[src/design/dnsw_pkg.sv]
// shared widths, register indexes and bundle types for the day/night switch
// no dependencies; imported by every other file of the block except dnsw_out_if
package dnsw_pkg;

  localparam int LUM_W          = 16;
  localparam int TS_W           = 32;
  localparam int CONF_W         = 8;
  localparam int CFG_IDX_W      = 3;
  localparam int CFG_DATA_W     = 32;
  localparam int SWITCH_HISTORY = 5;

  localparam logic [CFG_IDX_W-1:0] CFG_IDX_D2N     = 3'd0;
  localparam logic [CFG_IDX_W-1:0] CFG_IDX_N2D     = 3'd1;
  localparam logic [CFG_IDX_W-1:0] CFG_IDX_CONFIRM = 3'd2;
  localparam logic [CFG_IDX_W-1:0] CFG_IDX_WINDOW  = 3'd3;
  localparam logic [CFG_IDX_W-1:0] CFG_IDX_LOCKOUT = 3'd4;

  localparam logic [LUM_W-1:0]  D2N_RST     = 16'd30;
  localparam logic [LUM_W-1:0]  N2D_RST     = 16'd369;
  localparam logic [CONF_W-1:0] CONFIRM_RST = 8'd3;
  localparam logic [TS_W-1:0]   WINDOW_RST  = 32'd60000;
  localparam logic [TS_W-1:0]   LOCKOUT_RST = 32'd180000;

  typedef struct packed {
    logic [LUM_W-1:0]  day_to_night_level;
    logic [LUM_W-1:0]  night_to_day_level;
    logic [CONF_W-1:0] confirm_samples;
    logic [TS_W-1:0]   chatter_window_ms;
    logic [TS_W-1:0]   lockout_ms;
  } cfg_t;

  typedef struct packed {
    logic night;
    logic settled;
  } det_t;

  typedef struct packed {
    logic decided_night;
    logic applied_night;
    logic switched;
    logic switch_held;
    logic lockout_active;
    logic slow_sampling;
  } res_t;

endpackage

[src/design/dnsw_in_if.sv]
// input channel: luminance sample with millisecond timestamp
// depends on dnsw_pkg
interface dnsw_in_if import dnsw_pkg::*; ();
  logic             valid;
  logic             ready;
  logic [LUM_W-1:0] luminance;
  logic [TS_W-1:0]  now_ms;

  modport source (output valid, output luminance, output now_ms, input ready);
  modport sink (input valid, input luminance, input now_ms, output ready);
endinterface

[src/design/dnsw_out_if.sv]
// result channel: decision, applied mode and lockout status
// no dependencies
interface dnsw_out_if;
  logic valid;
  logic ready;
  logic decided_night;
  logic applied_night;
  logic switched;
  logic switch_held;
  logic lockout_active;
  logic slow_sampling;

  modport source (output valid, output decided_night, output applied_night,
                  output switched, output switch_held, output lockout_active,
                  output slow_sampling, input ready);
  modport sink (input valid, input decided_night, input applied_night,
                input switched, input switch_held, input lockout_active,
                input slow_sampling, output ready);
endinterface

[src/design/dnsw_cfg_if.sv]
// configuration write channel: register index and write data
// depends on dnsw_pkg
interface dnsw_cfg_if import dnsw_pkg::*; ();
  logic                  valid;
  logic                  ready;
  logic [CFG_IDX_W-1:0]  index;
  logic [CFG_DATA_W-1:0] data;

  modport source (output valid, output index, output data, input ready);
  modport sink (input valid, input index, input data, output ready);
endinterface

[src/design/dnsw_cfg_regs.sv]
// configuration register file for the day/night switch
// depends on dnsw_pkg
module dnsw_cfg_regs import dnsw_pkg::*; (
  input  logic                  clk,
  input  logic                  rst_n,
  input  logic                  wr_en,
  input  logic [CFG_IDX_W-1:0]  wr_index,
  input  logic [CFG_DATA_W-1:0] wr_data,
  output cfg_t                  cfg
);

  cfg_t cfg_r;
  cfg_t cfg_nxt;

  always_comb begin
    cfg_nxt = cfg_r;
    if (wr_en) begin
      case (wr_index)
        CFG_IDX_D2N:     cfg_nxt.day_to_night_level = wr_data[LUM_W-1:0];
        CFG_IDX_N2D:     cfg_nxt.night_to_day_level = wr_data[LUM_W-1:0];
        CFG_IDX_CONFIRM: cfg_nxt.confirm_samples    = wr_data[CONF_W-1:0];
        CFG_IDX_WINDOW:  cfg_nxt.chatter_window_ms  = wr_data[TS_W-1:0];
        CFG_IDX_LOCKOUT: cfg_nxt.lockout_ms         = wr_data[TS_W-1:0];
        default:         cfg_nxt = cfg_r;
      endcase
    end
  end

  always_ff @(posedge clk) begin
    if (!rst_n) begin
      cfg_r.day_to_night_level <= D2N_RST;
      cfg_r.night_to_day_level <= N2D_RST;
      cfg_r.confirm_samples    <= CONFIRM_RST;
      cfg_r.chatter_window_ms  <= WINDOW_RST;
      cfg_r.lockout_ms         <= LOCKOUT_RST;
    end else begin
      cfg_r <= cfg_nxt;
    end
  end

  assign cfg = cfg_r;

endmodule

[src/design/dnsw_detect.sv]
// hysteresis detector with saturating confirmation run counters
// depends on dnsw_pkg
module dnsw_detect import dnsw_pkg::*; (
  input  logic             clk,
  input  logic             rst_n,
  input  logic             step,
  input  logic [LUM_W-1:0] luminance,
  input  cfg_t             cfg,
  output det_t             det_nxt
);

  logic              night_r, night_nxt;
  logic              settled_r, settled_nxt;
  logic [CONF_W-1:0] bright_r, bright_nxt;
  logic [CONF_W-1:0] dark_r, dark_nxt;
  logic [CONF_W-1:0] bright_inc, dark_inc;

  assign bright_inc = (&bright_r) ? bright_r : bright_r + CONF_W'(1);
  assign dark_inc   = (&dark_r) ? dark_r : dark_r + CONF_W'(1);

  always_comb begin
    night_nxt   = night_r;
    settled_nxt = settled_r;
    bright_nxt  = bright_r;
    dark_nxt    = dark_r;
    if (!night_r) begin
      if (luminance < cfg.day_to_night_level) begin
        bright_nxt = '0;
        dark_nxt   = dark_inc;
        if (dark_inc >= cfg.confirm_samples) begin
          night_nxt   = 1'b1;
          settled_nxt = 1'b1;
        end
      end else begin
        dark_nxt   = '0;
        bright_nxt = bright_inc;
        if (bright_inc >= cfg.confirm_samples) begin
          settled_nxt = 1'b1;
        end
      end
    end else if (luminance > cfg.night_to_day_level) begin
      dark_nxt   = '0;
      bright_nxt = bright_inc;
      if (bright_inc >= cfg.confirm_samples) begin
        night_nxt   = 1'b0;
        settled_nxt = 1'b1;
      end
    end else begin
      bright_nxt = '0;
    end
  end

  always_ff @(posedge clk) begin
    if (!rst_n) begin
      night_r   <= 1'b0;
      settled_r <= 1'b0;
      bright_r  <= '0;
      dark_r    <= '0;
    end else if (step) begin
      night_r   <= night_nxt;
      settled_r <= settled_nxt;
      bright_r  <= bright_nxt;
      dark_r    <= dark_nxt;
    end
  end

  assign det_nxt.night   = night_nxt;
  assign det_nxt.settled = settled_nxt;

endmodule

[src/design/dnsw_lockout.sv]
// applied mode, switch time history and chatter lockout
// depends on dnsw_pkg
module dnsw_lockout import dnsw_pkg::*; (
  input  logic            clk,
  input  logic            rst_n,
  input  logic            step,
  input  logic [TS_W-1:0] now_ms,
  input  logic            decided_night,
  input  cfg_t            cfg,
  output logic            applied_nxt,
  output logic            switched,
  output logic            held,
  output logic            lock_nxt
);

  logic            applied_r;
  logic            lock_r;
  logic [TS_W-1:0] begin_r, begin_nxt;
  logic [TS_W-1:0] times_r   [SWITCH_HISTORY];
  logic [TS_W-1:0] times_nxt [SWITCH_HISTORY];
  logic [TS_W-1:0] since_lock, since_oldest, oldest;
  logic            release_lock, lock_eff;

  assign since_lock   = now_ms - begin_r;
  assign release_lock = lock_r && (since_lock >= cfg.lockout_ms);
  assign lock_eff     = lock_r && !release_lock;
  // entry that becomes oldest after the shift, empty if the history was just cleared
  assign oldest       = release_lock ? '0 : times_r[SWITCH_HISTORY-2];
  assign since_oldest = now_ms - oldest;

  always_comb begin
    applied_nxt = applied_r;
    switched    = 1'b0;
    held        = 1'b0;
    lock_nxt    = lock_eff;
    begin_nxt   = release_lock ? '0 : begin_r;
    for (int i = 0; i < SWITCH_HISTORY; i++) begin
      times_nxt[i] = release_lock ? '0 : times_r[i];
    end
    if (applied_r != decided_night) begin
      if (lock_eff) begin
        held = 1'b1;
      end else begin
        for (int i = 1; i < SWITCH_HISTORY; i++) begin
          times_nxt[i] = release_lock ? '0 : times_r[i-1];
        end
        times_nxt[0] = now_ms;
        if ((oldest != '0) && (since_oldest < cfg.chatter_window_ms)) begin
          lock_nxt  = 1'b1;
          begin_nxt = now_ms;
        end
        applied_nxt = decided_night;
        switched    = 1'b1;
      end
    end
  end

  always_ff @(posedge clk) begin
    if (!rst_n) begin
      applied_r <= 1'b0;
      lock_r    <= 1'b0;
      begin_r   <= '0;
      for (int i = 0; i < SWITCH_HISTORY; i++) begin
        times_r[i] <= '0;
      end
    end else if (step) begin
      applied_r <= applied_nxt;
      lock_r    <= lock_nxt;
      begin_r   <= begin_nxt;
      for (int i = 0; i < SWITCH_HISTORY; i++) begin
        times_r[i] <= times_nxt[i];
      end
    end
  end

endmodule

[src/design/day_night_switch_with_chatter_lockout_unit.sv]
// day/night switch with chatter lockout, top level
// path: an input transaction passes the input register, then the result register, to result valid
// throughput: one transaction per cycle while results are taken; detector and lockout update are combinational
// input and result registers stall together when the result is not taken
// reset: day mode decided and applied, run counters zero, history empty, registers at defaults
module day_night_switch_with_chatter_lockout_unit import dnsw_pkg::*; (
  input  logic        clk,
  input  logic        rst_n,
  dnsw_in_if.sink     in_ch,
  dnsw_out_if.source  out_ch,
  dnsw_cfg_if.sink    cfg_ch
);

  cfg_t             cfg;
  det_t             det_nxt;
  logic             in_vld_r;
  logic [LUM_W-1:0] lum_r;
  logic [TS_W-1:0]  now_r;
  logic             out_vld_r;
  res_t             res_r, res_nxt;
  logic             step, out_free;
  logic             applied_nxt, switched, held, lock_nxt;

  assign cfg_ch.ready = 1'b1;

  dnsw_cfg_regs u_cfg (
    .clk      (clk),
    .rst_n    (rst_n),
    .wr_en    (cfg_ch.valid),
    .wr_index (cfg_ch.index),
    .wr_data  (cfg_ch.data),
    .cfg      (cfg)
  );

  assign out_free    = !out_vld_r || out_ch.ready;
  assign step        = in_vld_r && out_free;
  assign in_ch.ready = !in_vld_r || out_free;

  always_ff @(posedge clk) begin
    if (!rst_n) begin
      in_vld_r <= 1'b0;
    end else if (in_ch.ready) begin
      in_vld_r <= in_ch.valid;
    end
  end

  always_ff @(posedge clk) begin
    if (in_ch.valid && in_ch.ready) begin
      lum_r <= in_ch.luminance;
      now_r <= in_ch.now_ms;
    end
  end

  dnsw_detect u_detect (
    .clk       (clk),
    .rst_n     (rst_n),
    .step      (step),
    .luminance (lum_r),
    .cfg       (cfg),
    .det_nxt   (det_nxt)
  );

  dnsw_lockout u_lockout (
    .clk           (clk),
    .rst_n         (rst_n),
    .step          (step),
    .now_ms        (now_r),
    .decided_night (det_nxt.night),
    .cfg           (cfg),
    .applied_nxt   (applied_nxt),
    .switched      (switched),
    .held          (held),
    .lock_nxt      (lock_nxt)
  );

  always_comb begin
    res_nxt.decided_night  = det_nxt.night;
    res_nxt.applied_night  = applied_nxt;
    res_nxt.switched       = switched;
    res_nxt.switch_held    = held;
    res_nxt.lockout_active = lock_nxt;
    res_nxt.slow_sampling  = det_nxt.settled;
  end

  always_ff @(posedge clk) begin
    if (!rst_n) begin
      out_vld_r <= 1'b0;
    end else if (out_free) begin
      out_vld_r <= step;
    end
  end

  always_ff @(posedge clk) begin
    if (step) begin
      res_r <= res_nxt;
    end
  end

  assign out_ch.valid          = out_vld_r;
  assign out_ch.decided_night  = res_r.decided_night;
  assign out_ch.applied_night  = res_r.applied_night;
  assign out_ch.switched       = res_r.switched;
  assign out_ch.switch_held    = res_r.switch_held;
  assign out_ch.lockout_active = res_r.lockout_active;
  assign out_ch.slow_sampling  = res_r.slow_sampling;

  a_switch_not_held: assert property (@(posedge clk) disable iff (!rst_n)
    (out_vld_r && res_r.switched) |-> !res_r.switch_held)
    else $error("switch and hold reported together");

  a_held_in_lockout: assert property (@(posedge clk) disable iff (!rst_n)
    (out_vld_r && res_r.switch_held) |->
      (res_r.lockout_active && (res_r.applied_night != res_r.decided_night)))
    else $error("hold reported outside lockout or without pending change");

  a_switch_follows: assert property (@(posedge clk) disable iff (!rst_n)
    (out_vld_r && res_r.switched) |-> (res_r.applied_night == res_r.decided_night))
    else $error("switched result does not follow the decision");

  a_result_after_step: assert property (@(posedge clk) disable iff (!rst_n)
    $rose(out_vld_r) |-> $past(step))
    else $error("result appeared without a processed transaction");

endmodule

[src/flat_wrapper.sv]
// flat-port wrapper written by rule: the top's interface ports become plain ports
module day_night_switch_with_chatter_lockout_unit_flat import dnsw_pkg::*;
  (clk, rst_n, in_ch_valid, in_ch_luminance, in_ch_now_ms, in_ch_ready, out_ch_valid, out_ch_decided_night, out_ch_applied_night, out_ch_switched, out_ch_switch_held, out_ch_lockout_active, out_ch_slow_sampling, out_ch_ready, cfg_ch_valid, cfg_ch_index, cfg_ch_data, cfg_ch_ready);
  dnsw_in_if in_ch_i ();
  dnsw_out_if out_ch_i ();
  dnsw_cfg_if cfg_ch_i ();
  input  logic clk;
  input  logic rst_n;
  input wire logic [$bits(in_ch_i.valid)-1:0] in_ch_valid;
  input wire logic [$bits(in_ch_i.luminance)-1:0] in_ch_luminance;
  input wire logic [$bits(in_ch_i.now_ms)-1:0] in_ch_now_ms;
  output wire logic [$bits(in_ch_i.ready)-1:0] in_ch_ready;
  output wire logic [$bits(out_ch_i.valid)-1:0] out_ch_valid;
  output wire logic [$bits(out_ch_i.decided_night)-1:0] out_ch_decided_night;
  output wire logic [$bits(out_ch_i.applied_night)-1:0] out_ch_applied_night;
  output wire logic [$bits(out_ch_i.switched)-1:0] out_ch_switched;
  output wire logic [$bits(out_ch_i.switch_held)-1:0] out_ch_switch_held;
  output wire logic [$bits(out_ch_i.lockout_active)-1:0] out_ch_lockout_active;
  output wire logic [$bits(out_ch_i.slow_sampling)-1:0] out_ch_slow_sampling;
  input wire logic [$bits(out_ch_i.ready)-1:0] out_ch_ready;
  input wire logic [$bits(cfg_ch_i.valid)-1:0] cfg_ch_valid;
  input wire logic [$bits(cfg_ch_i.index)-1:0] cfg_ch_index;
  input wire logic [$bits(cfg_ch_i.data)-1:0] cfg_ch_data;
  output wire logic [$bits(cfg_ch_i.ready)-1:0] cfg_ch_ready;
  assign in_ch_i.valid = in_ch_valid;
  assign in_ch_i.luminance = in_ch_luminance;
  assign in_ch_i.now_ms = in_ch_now_ms;
  assign in_ch_ready = in_ch_i.ready;
  assign out_ch_valid = out_ch_i.valid;
  assign out_ch_decided_night = out_ch_i.decided_night;
  assign out_ch_applied_night = out_ch_i.applied_night;
  assign out_ch_switched = out_ch_i.switched;
  assign out_ch_switch_held = out_ch_i.switch_held;
  assign out_ch_lockout_active = out_ch_i.lockout_active;
  assign out_ch_slow_sampling = out_ch_i.slow_sampling;
  assign out_ch_i.ready = out_ch_ready;
  assign cfg_ch_i.valid = cfg_ch_valid;
  assign cfg_ch_i.index = cfg_ch_index;
  assign cfg_ch_i.data = cfg_ch_data;
  assign cfg_ch_ready = cfg_ch_i.ready;
  day_night_switch_with_chatter_lockout_unit u_core (.clk(clk), .rst_n(rst_n), .in_ch(in_ch_i), .out_ch(out_ch_i), .cfg_ch(cfg_ch_i));
endmodule
[config.mk]
export PLATFORM = sky130hd
export DESIGN_NAME = day_night_switch_with_chatter_lockout_unit_flat
export DESIGN_NICKNAME = d
export VERILOG_FILES = /design/src/design/dnsw_pkg.sv /design/src/design/dnsw_in_if.sv /design/src/design/dnsw_out_if.sv /design/src/design/dnsw_cfg_if.sv /design/src/design/dnsw_cfg_regs.sv /design/src/design/dnsw_detect.sv /design/src/design/dnsw_lockout.sv /design/src/design/day_night_switch_with_chatter_lockout_unit.sv /design/src/flat_wrapper.sv
export SDC_FILE = /design/constraint.sdc
export NUM_CORES = 1
export LEC_CHECK = 0
export BUFFER_PORTS_ARGS = -buffer_cell sky130_fd_sc_hd__buf_2
export CAP_MARGIN = 15
export CORE_ASPECT_RATIO = 1.4
export CORE_MARGIN = 5
export CORE_UTILIZATION = 55
export DETAILED_ROUTE_END_ITERATION = 16
export PLACE_DENSITY = 0.73
export SETUP_SLACK_MARGIN = 0.4
export SYNTH_ARGS = -nofsm -noshare
export SYNTH_HDL_FRONTEND = slang
export SYNTH_SLANG_ARGS = --single-unit
export TNS_END_PERCENT = 100
[constraint.sdc]
create_clock -name clk -period 10.1 [get_ports clk]
set_clock_uncertainty 0.2 [all_clocks]
set_input_delay 0.505 -clock clk [delete_from_list [all_inputs] [get_ports clk]]
set_output_delay 0.505 -clock clk [all_outputs]
set_load 0.02 [all_outputs]
==> implementation parameters, run 1 <==
Parameter                              Value

Finish
  Final core utilization ... 63.00%
  Fillers ... 2898
  Growth of design area from synthesis to finish ... 12.88%
  Summed area of non-filler cells in the final layout ... 0.02209 mm²
  Fraction of layout cells with a size suffix above 1 ... 10.04%
  Post-layout net count ... 2440
  Antenna cell count ... 0

Worst setup path
  Required time worst endpoint ... 10300 ps
  Start of the worst register-to-register path ... u_core.now_r[0]
  Data arrival time at the worst-slack endpoint ... 9300 ps
  Largest driver fanout on the critical path ... 32
  Slowest stage cell on the critical path ... sky130_fd_sc_hd__a2111oi_4
  CP Launch Type ... flop
  Length in cells of the worst reg-to-reg path ... 40
  Slack of the worst reg-to-reg path ... 1000 ps
  Reg2reg end ... u_core.u_lockout.begin_r[2]
  Worst Setup Path Type ... flop to flop
  Sort of element at the end of the critical path ... flop
  Slowest cell delay on critical path ... 480 ps

Timing
  Final worst-path cycle share ... 90.10%
  RSZ-0062 raised after global routing ... false
  Number of failing hold endpoints at the final stage ... 0
  Aggregate negative setup slack ... 0 ps
  Transition time of the tightest slew-check pin ... 1102 ps
  Max_slew headroom ... 26.36%
  Clock period minus final worst setup slack ... 9100 ps
  Peak clock frequency supported by timing ... 0.1099 GHz
  Final slew viol count ... 0
  Final-report setup violation count ... 0

Logic synthesis
  #FFs+latches synth ... 340
  Post-Synth Simple-Gate Area ... 14.53%
  Share of synthesized area spent on multiplexers ... 6.771%
  Part of the Yosys area used for sequential elements ... 44.09%
  Fraction of the mapped netlist area in adder cells ... 11.39%
  Proportion of netlist area held by the largest area contributor ... 27.93%
  Compound-gate portion of the synthesized area ... 15.11%
  Mapped Cells ... 2057
  Combinational family with the most area after synthesis ... compound AO/OA/AOI/OAI gates
  Leading cell types by count after synthesis ... sky130_fd_sc_hd__nand2_1, sky130_fd_sc_hd__edfxtp_1, sky130_fd_sc_hd__a21oi_1
  Post-synth net total ... 2322
  Syn avg cell area ... 9.514 µm²
  Number of enable-type register cells in the synthesized netlist ... 182
  Number of synthesis warnings ... 0
  Most area-consuming cells after synthesis ... sky130_fd_sc_hd__edfxtp_1, sky130_fd_sc_hd__dfxtp_1, sky130_fd_sc_hd__ha_1
  Cell area after synthesis ... 0.01957 mm²
  Most common cell in the synthesized netlist ... sky130_fd_sc_hd__nand2_1
  Most used flip-flop cell after synthesis ... sky130_fd_sc_hd__edfxtp_1
  Distinct cell type count after synthesis ... 74
  Share of synthesized registers carrying an async set or reset ... 0%
  Share of the synthesized netlist area taken by xor and xnor gates ... 2.756%
  Cell taking the most area after synthesis ... sky130_fd_sc_hd__edfxtp_1

Floorplan
  Floorplan die area ... 0.03951 mm²
  Chip Height ... 233.2 µm
  Core area ... 0.03507 mm²
  Die W ... 169.4 µm
  Top-level I/O count ... 97
  Initial Utilization ... 55.81%
  Row count ... 81

Clock network
  Root Driver ... sky130_fd_sc_hd__clkbuf_16
  Clock sink count ... 340
  CTS H-tree lvls ... 2
  Clock slew at reported path FFs ... 70 ps
  Number of clock buffers inserted by TritonCTS ... 34
  Maximum root-to-sink buffer count ... 3
  Later-pin clock latency in the skew report ... 530 ps
  Clock tree from TritonCTS ... yes

Power and ir drop
  Cell area power density ... 154.2 mW/mm²
  Static leakage power ... 8.401 nW
  Maximum resistive drop on vdd ... 0.0001450 V

GRT
  GRT Overall Usage ... 24.25%
  Initial antenna violation count ... 0
  Met3 Use GR ... 2.861%
  Total congestion overflow after global routing ... 0
  Pin count of the biggest net entering global routing ... 105
  Wire length of the first global-routing pass ... 77.91 mm
  Via count of the first global-routing pass ... 15.11k
  Global-route met2 utilization ... 42.31%
  Met1 GRT Util ... 31.07%
  Most crowded layer after global routing ... met2

Status
  Outcome ... completed

Route
  Count of TritonRoute iterations in the first routing pass ... 7
  DR vias/cell ... 5.747
  Remaining antenna violation count ... 0
  Via count of the routed design ... 15.27k
  Wirelength, routed ... 48.74 mm
  Final routed DRC violation total ... 0
  Post-DR wirelength/cell ... 18.34 µm
  DRC violation total after the first TritonRoute iteration ... 989

Flow run
  Number of maximum-capacitance constraint violations ... 0

Worst hold path
  Cells on Worst Hold Path ... 3
  Class of the tightest hold or removal check ... input port to flop
  Hold Crit Endpoint ... u_core.u_cfg.cfg[57]
  HP Start ... cfg_ch_data[25]

Placed design
  Area of placed instances ... 0.02033 mm²
  Dpl hpwl ... 34.81 mm
  Routability cong. ... 0.9060
  Buffers on Ports ... 95
-- power by group --
part	internal [mW]	switching, mW	total [mW]
Sequential	1.52	0.0358	1.56
Clock	0.767	0.539	1.31
Combinational	0.224	0.320	0.544
Total	2.51	0.895	3.41
-- cells in the final DEF, fill, tap and decap left out, types with 9 or more instances in the layout --
cell type | Yosys | final
sky130_fd_sc_hd__nor2b_1 | 9 | 9
sky130_fd_sc_hd__buf_4 | 3 | 19
sky130_fd_sc_hd__a21o_1 | 50 | 50
sky130_fd_sc_hd__o21bai_1 | 9 | 9
sky130_fd_sc_hd__inv_1 | 161 | 159
sky130_fd_sc_hd__clkbuf_16 | 0 | 37
sky130_fd_sc_hd__o211ai_1 | 43 | 43
sky130_fd_sc_hd__nor4_1 | 15 | 15
sky130_fd_sc_hd__and3_1 | 13 | 13
sky130_fd_sc_hd__o21ai_0 | 47 | 44
sky130_fd_sc_hd__nand2b_1 | 14 | 14
sky130_fd_sc_hd__buf_2 | 6 | 95
sky130_fd_sc_hd__nand2_1 | 440 | 439
sky130_fd_sc_hd__xnor2_1 | 40 | 40
sky130_fd_sc_hd__o2bb2ai_2 | 9 | 9
sky130_fd_sc_hd__o2bb2ai_1 | 23 | 23
sky130_fd_sc_hd__dlygate4sd3_1 | 0 | 49
sky130_fd_sc_hd__clkbuf_1 | 60 | 9
sky130_fd_sc_hd__dfxtp_1 | 158 | 158
sky130_fd_sc_hd__nor3_1 | 12 | 11
sky130_fd_sc_hd__xor2_1 | 19 | 19
sky130_fd_sc_hd__nand3_1 | 36 | 36
sky130_fd_sc_hd__a211oi_1 | 10 | 10
sky130_fd_sc_hd__a21oi_1 | 177 | 173
sky130_fd_sc_hd__nor2_1 | 63 | 61
sky130_fd_sc_hd__edfxtp_1 | 182 | 182
sky130_fd_sc_hd__nand4_1 | 23 | 23
sky130_fd_sc_hd__o21a_1 | 18 | 17
sky130_fd_sc_hd__mux2i_1 | 129 | 129
sky130_fd_sc_hd__ha_1 | 175 | 174
-- final cells by class --
cell class / instances / area [µm²] / share of cell area, %
inverter: 161 / 606.8 / 2.747
clock buffer: 52 / 1042 / 4.718
sequential: 340 / 8628 / 39.06
timing repair buffer: 165 / 1140 / 5.160
multi-input combinational: 1473 / 9995 / 45.25
tap: 456 / 570.5 / 2.583
clock inverter: 10 / 107.6 / 0.4871
-- logic make-up (layout without fill, tap and decap cells) --
kind of cell             Yosys count  in the layout
XOR/XNOR                          60             60
flip-flops                       340            340
adder cells (fa/ha/maj)          177            177
AO/OA/AOI/OAI                    445            445
buffers and inverters            245            388
multiplexers                     132            132
AND/OR/NAND/NOR                  657            658
other                              1              1
-- how the worst max path moves through the flow --
stage | depth (start not counted) | startpoint | slack [ps] | to
6_report | 40 | u_core.now_r[0] | 1000 | u_core.u_lockout.begin_r[2]
3_3_place_gp | 37 | u_core.now_r[1] | 460 | u_core.u_lockout.begin_r[3]
3_5_place_dp | 37 | u_core.now_r[1] | 180 | u_core.u_lockout.begin_r[12]
4_1_cts | 37 | u_core.now_r[1] | 460 | u_core.u_lockout.begin_r[2]
5_1_grt | 43 | u_core.now_r[0] | 390 | u_core.u_lockout.begin_r[10]
2_1_floorplan | 42 | u_core.now_r[0] | 1430 | u_core.u_lockout.begin_r[31]
-- flip-flops by register name, indices dropped and copies added (netlist names) --
signal	flops
u_core.u_lockout.times_r	128
u_core.u_cfg.cfg	104
u_core.now_r	32
u_core.u_lockout.begin_r	32
u_core.lum_r	16
u_core.u_detect.bright_r	8
u_core.u_detect.dark_r	8
u_core.in_vld_r	1
u_core.out_ch.applied_night	1
u_core.out_ch.decided_night	1
u_core.out_ch.lockout_active	1
u_core.out_ch.slow_sampling	1
u_core.out_ch.switch_held	1
u_core.out_ch.switched	1
u_core.out_ch.valid	1
u_core.u_detect.night_r	1
u_core.u_detect.settled_r	1
u_core.u_lockout.applied_r	1
u_core.u_lockout.lock_r	1
-- metrics by stage --
step	hold WS (ps)	total power [mW]	setup WS, ps	instances
after floorplan	229.3	1.955	1426	2057
after global placement	242.1	2.084	457.8	2538
after global routing	24.00	3.556	392.8	2657
final	31.38	3.406	1000	2657
after CTS	17.75	3.421	459.4	2649
after detailed placement	247.0	2.101	178.5	2538
-- per-layer routing --
metal / vias to the layer above / share of wire [%]
li1: 7523 / -
met1: 7240 / 43
met2: 402 / 49
met3: 105 / 4.2
met4: 0 / 3.5
met5: - / 0
-- critical path, delay by kind of cell (launching register included) --
family,cells,cell delay [ps]
xor+xnor,1,150
simple gates,6,1010
fa+ha+maj,5,1520
compound gates,25,5220
flops,1,390
buf+inv,3,440
-- what timing repair did --
item	4_1_cts	5_1_grt
resized for setup	4	16
setup endpoints to repair	33	34
buffers inserted	0	7
cloned	0	1
pin swaps	0	6
endpoints found under the hold margin	49	0
hold buffers	49	0
(Power assumes the default switching activity.)
==> run 2: changes to the inputs <==
--- a/config.mk
+++ b/config.mk
@@ -11,7 +11,8 @@
 export CORE_MARGIN = 5
 export CORE_UTILIZATION = 55
 export DETAILED_ROUTE_END_ITERATION = 16
-export PLACE_DENSITY = 0.73
+export MAX_ROUTING_LAYER = met4
+export PLACE_DENSITY = 0.74
 export SETUP_SLACK_MARGIN = 0.4
 export SYNTH_ARGS = -nofsm -noshare
 export SYNTH_HDL_FRONTEND = slang
==> constraint.sdc (replaced) <==
create_clock -name clk -period 8.2 [get_ports clk]
set_clock_uncertainty 0.2 [all_clocks]
set_input_delay 0.41 -clock clk [delete_from_list [all_inputs] [get_ports clk]]
set_output_delay 0.41 -clock clk [all_outputs]
set_load 0.02 [all_outputs]
==> run 2 against run 1 <==
Net effect:
- the flow now finishes with violations (negative setup slack)
- routed wire length increased by 12%
- critical path depth rose by 6
- clock-buffer cell count shrank 4
- worst setup slack worse by 1300 ps
- sequential cell count unchanged
- critical path type unchanged
==> implementation parameters, run 2 (synthesized netlist as in run 1, its figures left out) <==
Parameter                              Value

Placed design
  Buffers on Ports ... 95 (unchanged)
  Routability cong. ... 0.9626 (+6.2%)
  Dpl hpwl ... 37.25 mm (+7.0%)
  Post-place setup slack ... -429.8 ps (-608.3 ps)

Route
  Remaining antenna violation count ... 0 (unchanged)
  Count of TritonRoute iterations in the first routing pass ... 5 (-2)
  Final routed DRC violation total ... 0 (unchanged)
  Wirelength, routed ... 54.70 mm (+12%)
  Via count of the routed design ... 16.54k (+8.3%)
  DRC violation total after the first TritonRoute iteration ... 1147 (+16%)
  DR vias/cell ... 5.700 (-0.82%)
  Post-DR wirelength/cell ... 18.85 µm (+2.8%)

Clock network
  CTS H-tree lvls ... 2 (unchanged)
  Clock sink count ... 340 (unchanged)
  Clock tree from TritonCTS ... yes
  Later-pin clock latency in the skew report ... 540 ps (about the same)
  Root Driver ... sky130_fd_sc_hd__clkbuf_16
  Maximum root-to-sink buffer count ... 3 (unchanged)
  Number of clock buffers inserted by TritonCTS ... 36 (+5.9%)
  Clock slew at reported path FFs ... 70 ps (about the same)

Floorplan
  Chip Height ... 233.2 µm (unchanged)
  Row count ... 81 (unchanged)
  Die W ... 169.4 µm (unchanged)
  Initial Utilization ... 55.81% (unchanged)
  Top-level I/O count ... 97 (unchanged)
  Floorplan die area ... 0.03951 mm² (unchanged)
  Core area ... 0.03507 mm² (unchanged)

Worst setup path
  CP Launch Type ... flop
  Slowest cell delay on critical path ... 400 ps (-80 ps)
  Worst Setup Path Type ... flop to flop
  Slowest stage cell on the critical path ... sky130_fd_sc_hd__edfxtp_1
  Required time worst endpoint ... 8420 ps (-1880 ps)
  Length in cells of the worst reg-to-reg path ... 46 (+15%)
  Data arrival time at the worst-slack endpoint ... 8720 ps (-580 ps)
  Largest driver fanout on the critical path ... 7 (-78%)
  Sort of element at the end of the critical path ... flop

Power and ir drop
  Switching component of the power ... 1.206 mW (+35%)
  Relative contribution of sequential cells to total power ... 42.5% (-3.2 points)
  Maximum resistive drop on vdd ... 0.0001728 V (+19%)
  Cell area power density ... 181.1 mW/mm² (+17%)
  Static leakage power ... 9.751 nW (+16%)
  Internal portion of total power ... 3.295 mW (+31%)
  Switching power share of the total ... 26.79% (+0.53 points)
  Fraction of power consumed by the clock network ... 36.9% (-1.4 points)
  Overall power consumption ... 4.501 mW (+32%)
  Combinational power share ... 20.6% (+4.6 points)

Finish
  Fillers ... 2535 (-13%)
  Register area ... 0.008628 mm² (unchanged)
  Number of flip-flops under the largest register name ... 128 (unchanged)
  Antenna cell count ... 0 (unchanged)
  Fraction of layout cells with a size suffix above 1 ... 21.79% (+12 points)
  Growth of design area from synthesis to finish ... 27.01%
  Most common library cell in the layout ignoring fill and taps ... sky130_fd_sc_hd__nand2_1
  Area used by multi-input combinational logic ... 0.01059 mm² (+5.9%)
  Post-layout net count ... 2686 (+10%)
  Largest register by flop count ... u_core.u_lockout.times_r
  Commonest cells after routing, fill and taps aside ... sky130_fd_sc_hd__nand2_1, sky130_fd_sc_hd__buf_4, sky130_fd_sc_hd__edfxtp_1

Timing
  Max_slew headroom ... 28.38% (+2.0 points)
  Worst Slack Setup Final ... -302.2 ps (-1303 ps)
  Clock period minus final worst setup slack ... 8502 ps (-597.5 ps)
  Final slew viol count ... 0 (unchanged)
  Transition time of the tightest slew-check pin ... 1071 ps (-30.19 ps)
  Number of failing hold endpoints at the final stage ... 0 (unchanged)
  Peak clock frequency supported by timing ... 0.1176 GHz (+7.0%)
  Final-report setup violation count ... 33 (+33)
  Final worst-path cycle share ... 103.7% (+14 points)
  RSZ-0062 raised after global routing ... true

Worst hold path
  Class of the tightest hold or removal check ... input port to flop
  Cells on Worst Hold Path ... 3 (unchanged)

GRT
  Global-route met2 utilization ... 47.11% (+4.8 points)
  Total congestion overflow after global routing ... 0 (unchanged)
  Met3 Use GR ... 3.369% (+0.51 points)
  Initial antenna violation count ... 0 (unchanged)
  Most crowded layer after global routing ... met2
  Via count of the first global-routing pass ... 16.54k (+9.5%)
  Wire length of the first global-routing pass ... 85.88 mm (+10%)
  Pin count of the biggest net entering global routing ... 99 (-5.7%)
  GRT Overall Usage ... 27.67% (+3.4 points)
  Met1 GRT Util ... 34.06% (+3.0 points)

Status
  Outcome ... finished with violations
  Failing checks ... negative setup slack

Flow run
  Number of maximum-capacitance constraint violations ... 0 (unchanged)
-- run 2: changes by cell type in the layout (fill, tap and decap cells not counted), moves of 6 or more --
cell                            delta
sky130_fd_sc_hd__a21oi_2          +19
sky130_fd_sc_hd__ha_4             +14
sky130_fd_sc_hd__nand2_1           -9
sky130_fd_sc_hd__buf_4           +197
sky130_fd_sc_hd__buf_12            +6
sky130_fd_sc_hd__ha_1             -14
sky130_fd_sc_hd__o21ai_0           -8
sky130_fd_sc_hd__a21oi_1          -20
sky130_fd_sc_hd__dlygate4sd3_1    +25
sky130_fd_sc_hd__buf_6             +8
sky130_fd_sc_hd__o2bb2ai_1        -11
sky130_fd_sc_hd__o2bb2ai_2         +9
-- run 2: layer usage --
layer / vias to the layer above / share of wire [%]
met5: - / 0
met4: 0 / 4.5
met3: 171 / 5.3
met2: 530 / 49
met1: 7837 / 41
li1: 8004 / -
-- run 2: per-stage QoR --
step | instances | area, µm² | hold WS [ps] | setup TNS [ps] | util [%]
6_report | 2902 | 24860 | 7.122 | -9330 | 70.88
5_1_grt | 2902 | 24860 | 9.333 | -16780 | 70.88
4_1_cts | 2888 | 24410 | 2.978 | -723.9 | 69.62
3_5_place_dp | 2690 | 21610 | 248.1 | -13510 | 61.63
3_3_place_gp | 2690 | 21610 | 242.6 | -7845 | 61.63
2_1_floorplan | 2057 | 19700 | 229.3 | 0 | -
-- run 2: power by group through the flow --
stage / logic [mW] / clock network [mW] / registers (mW)
floorplan: 0.479 / 0 / 1.94
CTS: 0.856 / 1.68 / 1.91
detailed placement: 0.731 / 0 / 1.95
finish: 0.926 / 1.66 / 1.91
global route: 1.01 / 1.75 / 1.92
global placement: 0.710 / 0 / 1.94
-- run 2: area by class of cell --
class	instances	area share (%)
inverter	161	2.441
multi-input combinational	1473	42.59
sequential	340	34.71
timing repair buffer	409	13.19
clock inverter	15	0.6342
clock buffer	48	4.133
tap	456	2.295
-- run 2: worst max-delay path, delay by kind of cell (launching register included) --
family	cells	cell delay, ps
AOI/OAI and AO/OA	22	3590
DFF	1	400
adders and majority gates	5	1360
and+or+nand+nor	9	1460
buffers and inverters	10	1330
-- run 2: worst paths after layout --
path                              from                          end  slack (ps)
setup / recovery       u_core.now_r[0]  u_core.u_lockout.begin_r[9]        -300
hold / removal          cfg_ch_data[7]         u_core.u_cfg.cfg[95]           7
setup reg to reg       u_core.now_r[0]  u_core.u_lockout.begin_r[9]        -300
hold reg to reg   u_core.u_cfg.cfg[82]         u_core.u_cfg.cfg[82]         250
-- run 2: timing repair --
action                                  4_1_cts  5_1_grt
setup buffers                                57       10
cloned                                        4        4
endpoints found under the setup margin       34      144
gates resized for setup                      73       55
hold endpoints to repair                    106        0
hold buffers                                 74        0
pin swaps                                    24       43
==> run 3: changes to the inputs <==
==> constraint.sdc (replaced) <==
create_clock -name clk -period 7.7 [get_ports clk]
set_clock_uncertainty 0.2 [all_clocks]
set_input_delay 0.385 -clock clk [delete_from_list [all_inputs] [get_ports clk]]
set_output_delay 0.385 -clock clk [all_outputs]
set_load 0.02 [all_outputs]
==> run 3 against run 2 <==
Net effect:
- the run still ends with negative setup slack left
- sequential cell count stayed put
- fmax is 0.67% higher
- clock power is 3% higher
- hold slack better by 120 ps
- sequential power is 7% higher
- critical path depth is 1 lower
- global-route usage is 0.10 points higher
- cell count hardly changed
- non-clock buffer count is 4 lower
- die area stayed put
- critical path type unchanged
- critical endpoint is now u_core.u_lockout.begin_r[12]
- largest power group unchanged
==> implementation parameters, run 3 (synthesized netlist as in run 1, its figures left out) <==
Parameter                              Value

Status
  Outcome ... finished with violations
  Failing checks ... negative setup slack

Timing
  Number of failing hold endpoints at the final stage ... 0 (unchanged)
  Transition time of the tightest slew-check pin ... 1108 ps (+36.96 ps)
  Clock period minus final worst setup slack ... 8446 ps (-56.44 ps)
  Final worst-path cycle share ... 109.7% (+6.0 points)
  Final-report setup violation count ... 34 (+3.0%)
  Aggregate negative setup slack ... -22580 ps (-13250 ps)
  RSZ-0062 raised after global routing ... true
  Peak clock frequency supported by timing ... 0.1184 GHz (+0.67%)
  Max_slew headroom ... 25.91% (-2.5 points)
  Worst Slack Setup Final ... -745.8 ps (-443.6 ps)
  Final slew viol count ... 0 (unchanged)

Worst hold path
  Class of the tightest hold or removal check ... input port to flop

Clock network
  Clock sink count ... 340 (unchanged)
  CTS H-tree lvls ... 2 (unchanged)
  Root Driver ... sky130_fd_sc_hd__clkbuf_16
  Clock tree from TritonCTS ... yes
  Clock slew at reported path FFs ... 60 ps (about the same)
  Later-pin clock latency in the skew report ... 540 ps (about the same)
  Maximum root-to-sink buffer count ... 3 (unchanged)
  Number of clock buffers inserted by TritonCTS ... 36 (unchanged)

Route
  DRC violation total after the first TritonRoute iteration ... 1039 (-9.4%)
  Final routed DRC violation total ... 0 (unchanged)
  Post-DR wirelength/cell ... 18.92 µm (+0.38%)
  Via count of the routed design ... 16.61k (+0.44%)
  Wirelength, routed ... 54.87 mm (+0.31%)
  DR vias/cell ... 5.729 (+0.50%)
  Count of TritonRoute iterations in the first routing pass ... 6 (+1)
  Remaining antenna violation count ... 0 (unchanged)

Floorplan
  Floorplan die area ... 0.03951 mm² (unchanged)
  Die W ... 169.4 µm (unchanged)
  Chip Height ... 233.2 µm (unchanged)
  Initial Utilization ... 55.81% (unchanged)
  Core area ... 0.03507 mm² (unchanged)
  Row count ... 81 (unchanged)
  Top-level I/O count ... 97 (unchanged)

Worst setup path
  Sort of element at the end of the critical path ... flop
  Required time worst endpoint ... 7960 ps (-460 ps)
  Slowest stage cell on the critical path ... sky130_fd_sc_hd__edfxtp_1
  Largest driver fanout on the critical path ... 6 (-1)
  Slowest cell delay on critical path ... 400 ps (about the same)
  CP Launch Type ... flop
  Number of buffers and inverters on the critical path ... 9 (-1)
  Kind of cell with the highest combined delay on the critical path ... compound AO/OA/AOI/OAI gates
  Worst Setup Path Type ... flop to flop
  Data arrival time at the worst-slack endpoint ... 8700 ps (-20 ps)
  Most Frequent Cell on Critical Path ... sky130_fd_sc_hd__a21o_1

Placed design
  Buffers on Ports ... 95 (unchanged)
  Routability cong. ... 1.000 (+3.9%)
  Post-place setup slack ... -1065 ps (-634.9 ps)
  Dpl hpwl ... 38.84 mm (+4.3%)

GRT
  Pin count of the biggest net entering global routing ... 93 (-6.1%)
  Via count of the first global-routing pass ... 16.89k (+2.1%)
  Total congestion overflow after global routing ... 0 (unchanged)
  GRT Overall Usage ... 27.77% (+0.10 points)
  Initial antenna violation count ... 1 (+1)
  Wire length of the first global-routing pass ... 85.30 mm (-0.68%)

Finish
  Growth of design area from synthesis to finish ... 25.55%
  Most common library cell in the layout ignoring fill and taps ... sky130_fd_sc_hd__nand2_1
  Number of flip-flops under the largest register name ... 128 (unchanged)
  Largest register by flop count ... u_core.u_lockout.times_r
  Fillers ... 2704 (+6.7%)
  Commonest cells after routing, fill and taps aside ... sky130_fd_sc_hd__nand2_1, sky130_fd_sc_hd__buf_4, sky130_fd_sc_hd__edfxtp_1
  Post-layout net count ... 2681 (-0.19%)
  Fraction of layout cells with a size suffix above 1 ... 20.71% (-1.1 points)

Power and ir drop
  Maximum resistive drop on vdd ... 0.0001783 V (+3.2%)
  Cell area power density ... 190.2 mW/mm² (+5.0%)
  Static leakage power ... 9.658 nW (-0.96%)
  Fraction of power consumed by the clock network ... 36.5% (-0.4 points)
  Internal portion of total power ... 3.410 mW (+3.5%)
  Switching component of the power ... 1.263 mW (+4.7%)
  Switching power share of the total ... 27.03% (+0.24 points)
  Combinational power share ... 19.9% (-0.7 points)
  Overall power consumption ... 4.673 mW (+3.8%)
  Relative contribution of sequential cells to total power ... 43.6% (+1.1 points)

Flow run
  Number of maximum-capacitance constraint violations ... 0 (unchanged)
[run 3: cell type report]
type | count | area, µm² | share of cell area (%)
repair buffers | 405 | 3114 | 12.68
multi-input cells | 1472 | 10500 | 42.75
diodes | 1 | 2.502 | 0.01018
clock buffers | 53 | 1047 | 4.262
inverters | 161 | 606.8 | 2.470
flip-flops and latches | 340 | 8628 | 35.12
clock inverters | 12 | 97.59 | 0.3972
well taps | 456 | 570.5 | 2.322
[run 3: worst paths after layout]
path | start | to | slack [ps] | cells past startpoint
setup reg to reg | u_core.now_r[0] | u_core.u_lockout.begin_r[12] | -750 | 45
hold / removal | cfg_ch_index[0] | u_core.u_cfg.cfg[66] | 130 | 4
setup / recovery | u_core.now_r[0] | u_core.u_lockout.begin_r[12] | -750 | 45
hold reg to reg | u_core.u_cfg.cfg[29] | u_core.u_cfg.cfg[29] | 260 | 2
[run 3: worst min-delay path, delay by kind of cell]
| family | cells | cell delay (ps) |
|---|---|---|
| buffers and inverters | 1 | 140 |
| and+or+nand+nor | 2 | 240 |
| AOI/OAI and AO/OA | 1 | 50 |
[run 3: per-layer routing]
layer	GRT usage (%)	share of wire, %	up-vias
met5	-	0	-
met4	13.69	5.4	0
met3	2.776	3.8	170
met2	50.05	52	478
met1	30.48	38	7967
li1	-	-	7999
[run 3: what timing repair did]
action | 4_1_cts | 5_1_grt
cloned | 1 | 0
hold buffers | 82 | 0
hold endpoints to repair | 145 | 0
resized for setup | 39 | 34
setup endpoints to repair | 34 | 34
buffers inserted | 18 | 8
pin swaps | 54 | 30
[run 3: power groups by stage]
stage	logic (mW)	clock network (mW)	registers [mW]
3_3_place_gp	0.791	0	2.07
2_1_floorplan	0.520	0	2.07
3_5_place_dp	0.816	0	2.08
4_1_cts	0.894	1.73	2.04
6_report	0.928	1.71	2.04
5_1_grt	1.01	1.81	2.04
[run 3: per-stage QoR]
stage / hold slack, ps / instances / instance area [µm²] / util [%]
2_1_floorplan: 229.3 / 2057 / 19830 / -
6_report: 128.3 / 2900 / 24570 / 70.07
5_1_grt: 166.1 / 2900 / 24570 / 70.07
4_1_cts: 102.9 / 2891 / 24320 / 69.35
3_3_place_gp: 241.1 / 2725 / 21970 / 62.67
3_5_place_dp: 247.7 / 2725 / 21970 / 62.67
